--- src/hdl/exsort_pkg.sv ---
// Shared types and constants for the descending exchange sorter.
package exsort_pkg;

    // Number of entries in one batch.
    localparam int ENTRY_COUNT = 10;
    // At most this many ranked results leave per batch.
    localparam int MAX_EMIT = 10;
    localparam int EMIT_COUNT = (ENTRY_COUNT < MAX_EMIT) ? ENTRY_COUNT : MAX_EMIT;

    // Field widths.
    localparam int SCORE_W = 16;
    localparam int NAME_W = 24;
    localparam int RANK_W = 4;
    localparam int ENTRY_W = SCORE_W + NAME_W;
    localparam int IDX_W = $clog2(ENTRY_COUNT);

    // Stream data widths, padded to whole bytes.
    localparam int S_DATA_W = ((ENTRY_W + 7) / 8) * 8;
    localparam int M_USED_W = RANK_W + ENTRY_W;
    localparam int M_DATA_W = ((M_USED_W + 7) / 8) * 8;

    // One stored entry: name in the upper bits, score in the lower bits.
    typedef struct packed {
        logic [NAME_W-1:0]         name;
        logic signed [SCORE_W-1:0] score;
    } entry_t;

endpackage

--- src/hdl/exsort_ram.sv ---
// Generic single-write, single-read RAM with a registered read port.
module exsort_ram #(
    parameter int WIDTH = 8,
    parameter int DEPTH = 16
) (
    input  logic                                      clk,
    input  logic                                      wr_en,
    input  logic [((DEPTH > 1) ? $clog2(DEPTH) : 1)-1:0] wr_addr,
    input  logic [WIDTH-1:0]                          wr_data,
    input  logic                                      rd_en,
    input  logic [((DEPTH > 1) ? $clog2(DEPTH) : 1)-1:0] rd_addr,
    output logic [WIDTH-1:0]                          rd_data
);

    logic [WIDTH-1:0] mem [DEPTH];

    // Write port.
    always_ff @(posedge clk)
    begin
        if (wr_en)
        begin
            mem[wr_addr] <= wr_data;
        end
    end

    // Registered read port; data holds while no read is issued.
    always_ff @(posedge clk)
    begin
        if (rd_en)
        begin
            rd_data <= mem[rd_addr];
        end
    end

endmodule

--- src/hdl/exchange_sort_descending.sv ---
// Ranking table sorter: loads a batch, exchange-sorts it by descending score, emits ranks.
//
// Usage:
//   The slave stream (s_tvalid, s_tready, s_tdata) takes one entry per transaction,
//   a signed score and three name characters. After ENTRY_COUNT entries the block
//   sorts the batch in descending score order with a plain exchange sort (ties land
//   as that swap order leaves them) and sends the ranked entries on the master
//   stream (m_tvalid, m_tready, m_tdata, m_tlast). At most ten results leave per
//   batch; m_tlast marks the final one.
//   Sorting runs one compare-exchange per cycle, limited by the single read port
//   of the entry memory; the final slot needs no pass of its own. s_tready is low
//   from the last entry of a batch until its final result is in the output register.
//   A result waits in the output register while m_tready is low, and sorting
//   pauses at the next result until it is taken. Reset empties the batch and the
//   output register; the entry memory keeps its contents and is not cleared.
module exchange_sort_descending (
    input  logic                          clk,
    input  logic                          rst_n,
    input  logic                          s_tvalid,
    output logic                          s_tready,
    // s_tdata from bit 0: score[15:0], name_chars[23:0].
    input  logic [exsort_pkg::S_DATA_W-1:0] s_tdata,
    output logic                          m_tvalid,
    input  logic                          m_tready,
    // m_tdata from bit 0: rank[3:0], sorted_score[15:0], sorted_name[23:0], zero pad.
    output logic [exsort_pkg::M_DATA_W-1:0] m_tdata,
    output logic                          m_tlast
);

    localparam int IW = exsort_pkg::IDX_W;

    typedef enum logic [3:0] {
        ST_LOAD  = 4'b0001,
        ST_SCAN  = 4'b0010,
        ST_FLUSH = 4'b0100,
        ST_EMIT  = 4'b1000
    } state_t;

    localparam logic [IW-1:0] LAST_IDX = IW'(exsort_pkg::ENTRY_COUNT - 1);
    localparam logic [IW-1:0] EMIT_LAST = IW'(exsort_pkg::EMIT_COUNT - 1);

    state_t                               state_reg, state_next;
    logic [IW-1:0]                        load_count_reg, load_count_next;
    logic [IW-1:0]                        i_reg, i_next;
    logic [IW-1:0]                        j_reg, j_next;
    logic                                 proc_valid_reg, proc_valid_next;
    logic [IW-1:0]                        proc_idx_reg, proc_idx_next;
    exsort_pkg::entry_t                   cur_reg, cur_next;
    exsort_pkg::entry_t                   nxt_reg, nxt_next;
    logic                                 out_valid_reg, out_valid_next;
    logic [exsort_pkg::RANK_W-1:0]        out_rank_reg, out_rank_next;
    exsort_pkg::entry_t                   out_entry_reg, out_entry_next;
    logic                                 out_last_reg, out_last_next;

    // Memory port signals.
    logic                                 ram_wr_en;
    logic [IW-1:0]                        ram_wr_addr;
    exsort_pkg::entry_t                   ram_wr_data;
    logic                                 ram_rd_en;
    logic [IW-1:0]                        ram_rd_addr;
    logic [exsort_pkg::ENTRY_W-1:0]       ram_rd_raw;
    exsort_pkg::entry_t                   rd_entry;
    exsort_pkg::entry_t                   in_entry;
    logic                                 s_accept;
    logic                                 swap;
    logic                                 emit_ok;

    assign in_entry = exsort_pkg::entry_t'(s_tdata[exsort_pkg::ENTRY_W-1:0]);
    assign rd_entry = exsort_pkg::entry_t'(ram_rd_raw);
    assign s_tready = (state_reg == ST_LOAD);
    assign s_accept = s_tvalid && s_tready;
    assign emit_ok  = !out_valid_reg || m_tready;

    // Compare the entry read back with the entry held for slot i.
    assign swap = proc_valid_reg && (rd_entry.score > cur_reg.score);

    exsort_ram #(
        .WIDTH(exsort_pkg::ENTRY_W),
        .DEPTH(exsort_pkg::ENTRY_COUNT)
    ) u_store (
        .clk    (clk),
        .wr_en  (ram_wr_en),
        .wr_addr(ram_wr_addr),
        .wr_data(ram_wr_data),
        .rd_en  (ram_rd_en),
        .rd_addr(ram_rd_addr),
        .rd_data(ram_rd_raw)
    );

    // Control and datapath next-state logic.
    always_comb
    begin
        state_next      = state_reg;
        load_count_next = load_count_reg;
        i_next          = i_reg;
        j_next          = j_reg;
        proc_valid_next = 1'b0;
        proc_idx_next   = proc_idx_reg;
        cur_next        = cur_reg;
        nxt_next        = nxt_reg;
        out_valid_next  = out_valid_reg && !m_tready;
        out_rank_next   = out_rank_reg;
        out_entry_next  = out_entry_reg;
        out_last_next   = out_last_reg;
        ram_wr_en       = 1'b0;
        ram_wr_addr     = proc_idx_reg;
        ram_wr_data     = cur_reg;
        ram_rd_en       = 1'b0;
        ram_rd_addr     = j_reg;

        // Finish a compare-exchange: the loser goes back to its slot.
        if (proc_valid_reg)
        begin
            if (swap)
            begin
                ram_wr_en = 1'b1;
                cur_next  = rd_entry;
            end
            // Keep the settled value of slot i+1 for the next pass.
            if (proc_idx_reg == i_reg + 1'b1)
            begin
                nxt_next = swap ? cur_reg : rd_entry;
            end
        end

        case (state_reg)
            ST_LOAD:
            begin
                if (s_accept)
                begin
                    ram_wr_en   = 1'b1;
                    ram_wr_addr = load_count_reg;
                    ram_wr_data = in_entry;
                    if (load_count_reg == '0)
                    begin
                        cur_next = in_entry;
                    end
                    if (load_count_reg == LAST_IDX)
                    begin
                        load_count_next = '0;
                        i_next          = '0;
                        j_next          = IW'(1);
                        state_next      = ST_SCAN;
                    end
                    else
                    begin
                        load_count_next = load_count_reg + 1'b1;
                    end
                end
            end
            ST_SCAN:
            begin
                ram_rd_en       = 1'b1;
                proc_valid_next = 1'b1;
                proc_idx_next   = j_reg;
                if (j_reg == LAST_IDX)
                begin
                    state_next = ST_FLUSH;
                end
                else
                begin
                    j_next = j_reg + 1'b1;
                end
            end
            ST_FLUSH:
            begin
                state_next = ST_EMIT;
            end
            ST_EMIT:
            begin
                if (emit_ok)
                begin
                    out_valid_next = 1'b1;
                    out_rank_next  = exsort_pkg::RANK_W'(i_reg) + 1'b1;
                    out_entry_next = cur_reg;
                    out_last_next  = (i_reg == EMIT_LAST);
                    if (i_reg == EMIT_LAST)
                    begin
                        state_next = ST_LOAD;
                    end
                    else
                    begin
                        i_next   = i_reg + 1'b1;
                        j_next   = i_reg + IW'(2);
                        cur_next = nxt_reg;
                        // The final slot needs no scan.
                        if (i_reg + 1'b1 == LAST_IDX)
                        begin
                            state_next = ST_EMIT;
                        end
                        else
                        begin
                            state_next = ST_SCAN;
                        end
                    end
                end
            end
            default:
            begin
                state_next = ST_LOAD;
            end
        endcase
    end

    // Control registers.
    always_ff @(posedge clk or negedge rst_n)
    begin
        if (!rst_n)
        begin
            state_reg      <= ST_LOAD;
            load_count_reg <= '0;
            i_reg          <= '0;
            j_reg          <= '0;
            proc_valid_reg <= 1'b0;
            out_valid_reg  <= 1'b0;
        end
        else
        begin
            state_reg      <= state_next;
            load_count_reg <= load_count_next;
            i_reg          <= i_next;
            j_reg          <= j_next;
            proc_valid_reg <= proc_valid_next;
            out_valid_reg  <= out_valid_next;
        end
    end

    // Payload registers.
    always_ff @(posedge clk)
    begin
        proc_idx_reg  <= proc_idx_next;
        cur_reg       <= cur_next;
        nxt_reg       <= nxt_next;
        out_rank_reg  <= out_rank_next;
        out_entry_reg <= out_entry_next;
        out_last_reg  <= out_last_next;
    end

    // Output stream.
    assign m_tvalid = out_valid_reg;
    assign m_tlast  = out_last_reg;
    assign m_tdata  = exsort_pkg::M_DATA_W'({out_entry_reg, out_rank_reg});

    // A scan always reads a slot after slot i.
    a_scan_order: assert property (@(posedge clk) disable iff (!rst_n)
        (state_reg == ST_SCAN) |-> (j_reg > i_reg))
        else $error("scan index not beyond current slot");

    // The flush cycle always finishes the read of the final slot.
    a_flush_last: assert property (@(posedge clk) disable iff (!rst_n)
        (state_reg == ST_FLUSH) |-> (proc_valid_reg && proc_idx_reg == LAST_IDX))
        else $error("flush without pending final compare");

    // No compare is pending while entries are loading.
    a_load_idle: assert property (@(posedge clk) disable iff (!rst_n)
        (state_reg == ST_LOAD) |-> !proc_valid_reg)
        else $error("compare pending during load");

    // The final result of a batch carries the last rank.
    a_last_rank: assert property (@(posedge clk) disable iff (!rst_n)
        (out_valid_reg && out_last_reg) |->
        (out_rank_reg == exsort_pkg::RANK_W'(exsort_pkg::EMIT_COUNT)))
        else $error("last flag on wrong rank");

    // Leaving the emit state for loading happens only after the final result.
    a_batch_end: assert property (@(posedge clk) disable iff (!rst_n)
        (state_reg == ST_EMIT && state_next == ST_LOAD) |=> (m_tvalid && m_tlast))
        else $error("batch ended without final result");

endmodule
--- config.mk ---
export PLATFORM = sky130hd
export DESIGN_NAME = exchange_sort_descending
export DESIGN_NICKNAME = d
export VERILOG_FILES = /design/src/hdl/exsort_pkg.sv /design/src/hdl/exsort_ram.sv /design/src/hdl/exchange_sort_descending.sv
export SDC_FILE = /design/constraint.sdc
export NUM_CORES = 1
export LEC_CHECK = 0
export ABC_AREA = 1
export ABC_CLOCK_PERIOD_IN_PS = 11850
export BUFFER_PORTS_ARGS = -buffer_cell sky130_fd_sc_hd__buf_2
export CORE_MARGIN = 4
export CORE_UTILIZATION = 45
export CTS_CLUSTER_DIAMETER = 120
export DETAILED_ROUTE_END_ITERATION = 10
export PLACE_DENSITY = 0.62
export SYNTH_ARGS = -nofsm -noshare
export SYNTH_HDL_FRONTEND = slang
export SYNTH_HIERARCHICAL = 1
export SYNTH_SLANG_ARGS = --single-unit
--- constraint.sdc ---
create_clock -name clk -period 11.85 [get_ports clk]
set_clock_uncertainty 0.2 [all_clocks]
set_input_delay 0.5925 -clock clk [delete_from_list [all_inputs] [get_ports clk]]
set_output_delay 0.5925 -clock clk [all_outputs]
set_load 0.005 [all_outputs]
==> key figures <==
Status
  – Status: completed

Clocking
  – Root Driver: clkbuf_16
  – H-tree Lvls: 2
  – CTS tree: done
  – Post_cts resized: 0
  – Skew-Pair Late Insertion Delay: 620 ps
  – Clock tree buffer depth: 3
  – CTS Sinks: 587
  – TritonCTS Buffers: 60
  – Clock transition at path regs: 60 ps

Detailed routing
  – Vias per cell: about 5.2
  – Drt first pass iters: 6
  – Wirelength per Cell: 19.2 um
  – # DRC: 0
  – Vias post-DR: 18100
  – DRT iter0 DRCs: 1655
  – Antenna Nets Post-Route: 0
  – Post-Route WL: 66300 um

Place
  – Post-DP HPWL: 36600 um
  – Final GP Congestion: 0.810
  – Buffers on Ports: 90
  – Dpl ws: 7360 ps

Synthesis
  – Ranking of synthesized cells by area: edfxtp_1, nand2_1, nand3_1
  – Library cells used by synthesis: 39
  – YS warnings: 6
  – Post-Synthesis Cells: roughly 2500
  – Post-synth EDFFs: ~530
  – Synth top cells by count: nand2_1, edfxtp_1, inv_1
  – Mapped Area: 0.0257 mm2
  – Asr flop ratio synth: around 3.1%
  – Cell taking the most area after synthesis: edfxtp_1
  – Top FF cell, synth: edfxtp_1
  – Seq cells post-synth: 587
  – Avg Inst Size Synth: 10.1 um2
  – Yosys top cell area share: 61.7%
  – Register area share after synthesis: 66.6%
  – Top-count cell post-synth: nand2_1

Critical path
  – Startpoint Class: flop
  – Worst-path fanout max: 56
  – CP Class: flop to flop
  – CP required: between 10000 and 15000 ps
  – CP Launch Point: u_store/rd_data[11]
  – Critical Path AT: between 4000 and 5000 ps
  – Critical R2R Launch: u_store/rd_data[11]
  – Setup crit end kind: flop

Floorplanning
  – Die X: 247 um
  – Core box area: between 0.05 and 0.06 mm2
  – Die Ht: 247 um
  – Die ar.: 0.0611 mm2
  – Number of placed I/O pins: 95
  – Initial Util: 45.6%
  – # rows: 87

Power and ir drop
  – PwrDens: 228 mW/mm2
  – Maximum vdd ir drop: 119 uV
  – Leakage: 12.3 nW

Flow run
  – Max-cap viol count: 0

STA
  – Slew Limit Fails: 0
  – Final Hold Viols: 0
  – Min Tclk post-route: 4490 ps
  – Tcrit/Tclk final: around 38%
  – Post-route setup TNS: 0 ps
  – Fmax achieved: 223 MHz
  – Final setup vio count: 0
  – Setup ws final: 7360 ps
  – Worst-Margin Slew: 1340 ps
  – Max_slew headroom: 9.69%
  – RSZ-0062 raised after global routing: no

Global route
  – Initial antenna violation count: 0
  – Largest net degree at the start of global routing: 96
  – First-pass GRT wire length: just over 100000 um
  – Vias in the first global route: approximately 17000
  – GRT Total Usage: 21.5%
  – GRT overflow: 0

Min path
  – Worst hold path startpoint: s_tdata[7]
  – Hold WC Path Type: input pin to flop

Cells and area
  – Final #Nets: 2704
  – Layout cells sized above 1: under 10%
  – Area growth syn-to-layout: 13.1%
  – Max reg flops: 400
  – Biggest register: u_store/mem
## per-layer routing
metal / up-vias / wire [um] / track usage [%]
li1: 8596 / - / -
met5: - / 0 / 0
met2: 643 / 31000 / 35.3
met1: 8762 / 29800 / 30.1
met4: 0 / 1270 / 5.76
met3: 95 / 4270 / 3.01
## cells by family (layout without fill, tap and decap cells)
family	count (synthesis)	count (layout)	share of synthesized area [%]
simple gates	1193	1193	19.5
compound gates	234	234	4.64
xor+xnor	7	7	0.238
flops	587	587	66.6
fa+ha+maj	22	22	1.07
other cells	1	5	0.0146
buf+inv	504	643	7.95
## worst max-delay path, cell delays in order (launching register included)
cell	delay, ps
edfxtp_1	410
ha_1	320
nand2_1	80
nor2_1	180
nand2_1	80
nor2_1	200
nand2_1	140
nand4_2	150
nand3_4	520
nand2_1	310
nand3_1	330
nor2_4	700
buf_4	480
## cell usage in the layout (no fill, tap or decap), drive strengths merged, types with 26 or more instances in the layout
master       instances
nand3              294
dfxtp               40
a21oi               51
nor2               149
clkinv              28
buf                134
clkbuf              84
inv                367
o21ai              174
edfxtp             529
nand4               43
dlygate4sd3         26
nand2              699
## per-stage QoR
step	std cells	cell area (um2)	hold WS [ps]	total power [mW]	utilization, %
floorplan	2551	25800	96.9	4.18	-
global placement	3305	26900	211	4.79	47.7
detailed placement	3305	26900	214	4.84	47.7
CTS	3445	29100	0.0780	6.67	51.5
global route	3446	29100	21.5	7.01	51.5
finish	3447	29100	27.1	6.64	51.5
## power breakdown
| part | total [mW] | internal, mW | leakage [nW] | switching (mW) |
|---|---|---|---|---|
| logic | 1.97 | 0.507 | 5.95 | 1.46 |
| clock network | 1.82 | 1.05 | 0.928 | 0.770 |
| registers | 2.85 | 2.73 | 5.40 | 0.120 |
| total | 6.64 | 4.28 | 12.3 | 2.35 |
## area by class of cell
cell class | count | area [um2]
Antenna cell | 1 | 2.50
Clock buffer | 83 | 1680
Clock inverter | 31 | 221
Fill cell | 4952 | 27400
Inverter | 368 | 1380
Multi-Input combinational cell | 1460 | 6690
Sequential cell | 587 | 17100
Tap cell | 756 | 946
Timing Repair Buffer | 161 | 1050
## worst paths after layout
kind | depth (start not counted) | to | slack (ps)
hold / removal | 3 | cur_reg[7] | 30
setup / recovery | 12 | u_store/mem[5][15] | 7360
hold reg to reg | 0 | m_tdata[7] | 220
min in group asynchronous | 2 | proc_valid_reg | 250
setup reg to reg | 12 | u_store/mem[5][15] | 7360
max in group asynchronous | 2 | j_reg[0] | 10850
## repair_timing
action                    CTS  global route
hold buffers               26             0
hold endpoints to repair   42             0
buffers inserted            0             0
(Power assumes the default switching activity.)
